File: src/rcf_pkg.sv
package rcf_pkg;

    localparam int SAMPLE_W  = 24;
    localparam int COEF_W    = 16;
    localparam int STAGES_W  = 4;
    localparam int CFG_W     = 16;
    localparam int CFG_IDX_W = 2;

    localparam logic signed [SAMPLE_W-1:0] SAMPLE_MAX = 24'sh7FFFFF;
    localparam logic signed [SAMPLE_W-1:0] SAMPLE_MIN = 24'sh800000;

    typedef enum logic [CFG_IDX_W-1:0] {
        REG_FILTER_MODE   = 2'd0,
        REG_STAGES_IN_USE = 2'd1,
        REG_POLE_COEF     = 2'd2
    } cfg_reg_t;

    // One sample moving down the chain, with the previous output of the
    // stage that produced it (the highpass "previous input" of the next stage).
    typedef struct packed {
        logic                       valid;
        logic signed [SAMPLE_W-1:0] cur;
        logic signed [SAMPLE_W-1:0] prev;
    } beat_t;

    typedef struct packed {
        logic advance;
        logic hp_mode;
        logic active;
    } cell_ctl_t;

endpackage

File: src/rcf_cell.sv
module rcf_cell #(
    parameter int COEF_FRAC_BITS = 16
) (
    input  logic                               aclk,
    input  logic                               aresetn,
    input  rcf_pkg::cell_ctl_t                 ctl,
    input  logic [rcf_pkg::COEF_W-1:0]         coef,
    input  rcf_pkg::beat_t                     in_beat,
    output rcf_pkg::beat_t                     out_beat
);

    localparam int SW     = rcf_pkg::SAMPLE_W;
    localparam int OP_W   = SW + 2;
    localparam int PROD_W = OP_W + rcf_pkg::COEF_W + 1;
    localparam int BASE_W = SW + COEF_FRAC_BITS;
    localparam int ACC_W  = ((PROD_W > BASE_W) ? PROD_W : BASE_W) + 1;

    localparam logic signed [ACC_W-1:0] HALF_LSB =
        ACC_W'(1) <<< (COEF_FRAC_BITS - 1);
    localparam logic signed [ACC_W-1:0] ACC_MAX = ACC_W'(rcf_pkg::SAMPLE_MAX);
    localparam logic signed [ACC_W-1:0] ACC_MIN = ACC_W'(rcf_pkg::SAMPLE_MIN);

    logic signed [SW-1:0]     state_reg, state_next;
    rcf_pkg::beat_t           out_reg, out_next;

    logic signed [OP_W-1:0]                 lp_diff, hp_sum, mul_op;
    logic signed [rcf_pkg::COEF_W:0]        coef_s;
    logic signed [PROD_W-1:0]               prod;
    logic signed [ACC_W-1:0]                base, acc, rounded;
    logic signed [SW-1:0]                   result;

    always_comb begin
        lp_diff = OP_W'(state_reg) - OP_W'(in_beat.cur);
        hp_sum  = OP_W'(in_beat.cur) + OP_W'(state_reg) - OP_W'(in_beat.prev);
        mul_op  = ctl.hp_mode ? hp_sum : lp_diff;
        coef_s  = $signed({1'b0, coef});
        prod    = PROD_W'(mul_op) * PROD_W'(coef_s);
        base    = ctl.hp_mode ? '0 : (ACC_W'(in_beat.cur) <<< COEF_FRAC_BITS);
        acc     = base + ACC_W'(prod);
        // round half up: bias then floor
        rounded = (acc + HALF_LSB) >>> COEF_FRAC_BITS;
        if (rounded > ACC_MAX) begin
            result = rcf_pkg::SAMPLE_MAX;
        end else if (rounded < ACC_MIN) begin
            result = rcf_pkg::SAMPLE_MIN;
        end else begin
            result = rounded[SW-1:0];
        end

        state_next = state_reg;
        out_next   = out_reg;
        if (ctl.advance) begin
            out_next.valid = in_beat.valid;
            if (in_beat.valid && ctl.active) begin
                state_next    = result;
                out_next.cur  = result;
                out_next.prev = state_reg;
            end else begin
                // idle stage: pass the sample on, keep the stored output
                out_next.cur  = in_beat.cur;
                out_next.prev = in_beat.prev;
            end
        end
    end

    always_ff @(posedge aclk) begin
        if (!aresetn) begin
            state_reg     <= '0;
            out_reg.valid <= 1'b0;
        end else begin
            state_reg     <= state_next;
            out_reg.valid <= out_next.valid;
        end
        out_reg.cur  <= out_next.cur;
        out_reg.prev <= out_next.prev;
    end

    assign out_beat = out_reg;

endmodule

File: config.mk
export PLATFORM = sky130hd
export DESIGN_NAME = rcf_cell
export DESIGN_NICKNAME = d
export VERILOG_FILES = /design/src/rcf_pkg.sv /design/src/rcf_cell.sv
export SDC_FILE = /design/constraint.sdc
export NUM_CORES = 1
export LEC_CHECK = 0
export ABC_CLOCK_PERIOD_IN_PS = 9410
export BUFFER_PORTS_ARGS = -buffer_cell sky130_fd_sc_hd__buf_4
export CORE_MARGIN = 10
export CORE_UTILIZATION = 45
export DETAILED_ROUTE_END_ITERATION = 12
export PLACE_DENSITY_LB_ADDON = 0.25
export SYNTH_ARGS = -nofsm -noshare
export SYNTH_HDL_FRONTEND = slang
export SYNTH_SLANG_ARGS = --single-unit
File: constraint.sdc
create_clock -name aclk -period 9.41 [get_ports aclk]
set_input_delay 0 -clock aclk [delete_from_list [all_inputs] [get_ports aclk]]
set_output_delay 0 -clock aclk [all_outputs]
set_load 0.02 [all_outputs]
==> metrics <==
Setup CP Type=reg -> reg; Synth Flop Type=edfxtp_1; initial antenna violation count=0; crit path max-delay cell type=o41a_4; Max Clk Rate=about 0.11 GHz; Die Wd=243.7 um; initial DRC count=1104; Max-cap violations=0; Crit Path Max Fanout=6; slowest stage delay, CP=slightly below 0.6 ns; Post-DP HPWL=~53 mm; fin worst setup slack=-0.1041 ns; Setup Viol. Count Final=24; Synth area leaders=fa_1 42%, inv_1 11%, ha_1 9.1%, edfxtp_1 6.4%, and2_1 6.2%; share of cells above drive strength 1=0.2292; final core utilization=0.5817; slew margin rel.=0.2201; max reg flops=between 40 and 50; via count=approximately 19000; Worst-path clk slew=0.07 ns; violated checks=negative setup slack; CTS tree=built; cell area after synthesis=roughly 0.023 mm2; worst-margin pin slew=approximately 1.2 ns; synthesized netlist net count=3294; Ys Warns=0; Core Area=between 0.04 and 0.05 mm2; most frequent cell after synthesis=inv_1; Worst-Skew Late Latency=about 0.34 ns; # IOs=about 120; fin crit period=9.514 ns; TritonCTS buffer count=9; Max Slew Vio Count=0; vias in the first global route=just over 20000; RSZ-0062 raised after global routing=yes; CP Buf/Inv Count=14; vias per inst=slightly above 5; GRT overflow=0; CTS sink count=73; Yosys top cell area share=0.4151; DRT Pass-1 Iters=5; antenna cell count=0; die height=roughly 240 um; die area=~0.059 mm2; I/O Buffers=around 120; final hold vios=0; register area share after synthesis=0.08621; Placed Instances=roughly 3600; worst min path class=in -> reg; Row Count=between 80 and 90; Post-synth EDFFs=48; antenna-violating nets left=0; Area growth syn-to-layout=27.21%; final WL=around 65 mm; Async SR Flop Fraction=0; gr usage total=0.2178; Clock Skew=0.009043 ns; Initial Utilization=0.4573; Mapped Cells=2593; largest net degree at the start of global routing=73; crit share post-route=1.011; outcome=finished with violations; Worst setup SP type=flip-flop; critical path data arrival time=around 9.6 ns; Crit path top cell by count=fa_1; kind of cell adding the most delay to the critical path=adder cells; Bufs on Longest Clock Path=2; drt drc=0; Cell Count, Final, Fillers Out=3666; Critical Path RT=approximately 9.5 ns; crit end category=flip-flop; final net count=roughly 3700; htree depth=3; Clk Tree Root Cell=clkbuf_16; Unique masters post-synth=68; global-route wire length before repair=about 100 mm; Synth area leader=fa_1; Final GP Congestion=slightly above 0.9; Synth Area per Inst=between 8 and 9 um2; commonest cells in the netlist=672 x inv_1, 467 x fa_1, 297 x nand2_1; Seq cells post-synth=73; WL per Instance=~18 um; fill count=4431
## metrics by stage
| step | setup slack [ns] | hold slack [ns] | TNS [ns] | area (um2) |
|---|---|---|---|---|
| 2_1_floorplan | 0.07627 | 0.1075 | 0 | 22520 |
| 3_3_place_gp | -0.5089 | 0.2682 | -14.12 | 26250 |
| 3_5_place_dp | -0.5647 | 0.2812 | -17.40 | 26250 |
| 4_1_cts | 0.001554 | 0.01328 | 0 | 27580 |
| 5_1_grt | -0.3638 | 0.02651 | -11.61 | 28650 |
| 6_report | -0.1041 | 0.008925 | -1.272 | 28650 |
## final timing paths
check | startpoint | to | slack (ns) | cells past startpoint
max | state_reg[7] | out_beat[43] | -0.10 | 42
min | in_beat[47] | out_beat[47] | 0.009 | 3
min reg2reg | state_reg[0] | state_reg[0] | 0.47 | 2
max reg2reg | state_reg[7] | out_beat[43] | -0.10 | 42
## what timing repair did
action,4_1_cts,5_1_grt
setup endpoints to repair,47,47
hold endpoints to repair,33,0
buffers inserted,20,29
pin swaps,53,112
gates resized for setup,104,181
hold buffers,34,0
gates cloned,1,2
## cell usage in the layout, fill, tap and decap left out, types with 7 or more instances in the layout
cell type,Yosys,layout
inv_1,672,653
nor2b_1,20,19
o21bai_1,14,11
mux2i_1,7,7
buf_6,0,20
nand3_1,19,16
ha_4,0,24
o21ai_1,42,42
nand4_1,19,19
and2_1,223,216
edfxtp_1,48,48
fa_2,0,18
buf_4,3,414
a21oi_2,10,28
dfxtp_1,25,19
fa_1,467,449
o21a_1,9,9
xor2_1,31,29
a21o_1,31,31
nor2_4,0,12
dlygate4sd3_1,0,34
ha_1,164,135
a21oi_1,91,57
and3_1,9,8
nand2_1,297,291
nand2b_1,16,15
xnor2_1,40,38
inv_2,0,18
o21ai_0,62,46
a21oi_4,0,16
o22ai_1,12,7
o21ai_2,2,17
clkbuf_16,0,12
nor3_1,12,8
nor2_1,76,60
buf_12,0,19
## per-layer routing
metal,vias up,GRT usage,share of wire
met5,-,0,0
met3,125,0.02265,0.040
li1,8624,-,-
met1,9567,0.2552,0.38
met2,465,0.4107,0.54
met4,0,0.06265,0.034
## tightest hold or removal path, delay by kind of cell
kind                   cells  cell delay (ns)
AND/OR/NAND/NOR            1             0.05
AO/OA/AOI/OAI              1             0.08
buffers and inverters      1             0.10
## final cells by class
type	count	area (um2)	share of cell area
multi-input cells	1749	18840	0.6576
repair buffers	492	4159	0.1452
inverters	672	2525	0.08812
flip-flops and latches	73	1949	0.06803
well taps	664	830.8	0.02900
clock buffers	10	229.0	0.007991
clock inverters	6	116.4	0.004061
## logic make-up after synthesis
logic type / count (synthesis) / synth area share
DFF: 73 / 0.08621
adders and majority gates: 631 / 0.5062
xor gates and xnor gates: 71 / 0.02761
buffers and inverters: 771 / 0.1292
AOI/OAI and AO/OA: 337 / 0.09427
and+or+nand+nor: 701 / 0.1525
muxes: 9 / 0.004111
Power is not shown: default switching activity piles up to over one toggle a cycle in this logic, so the estimate is an artifact.
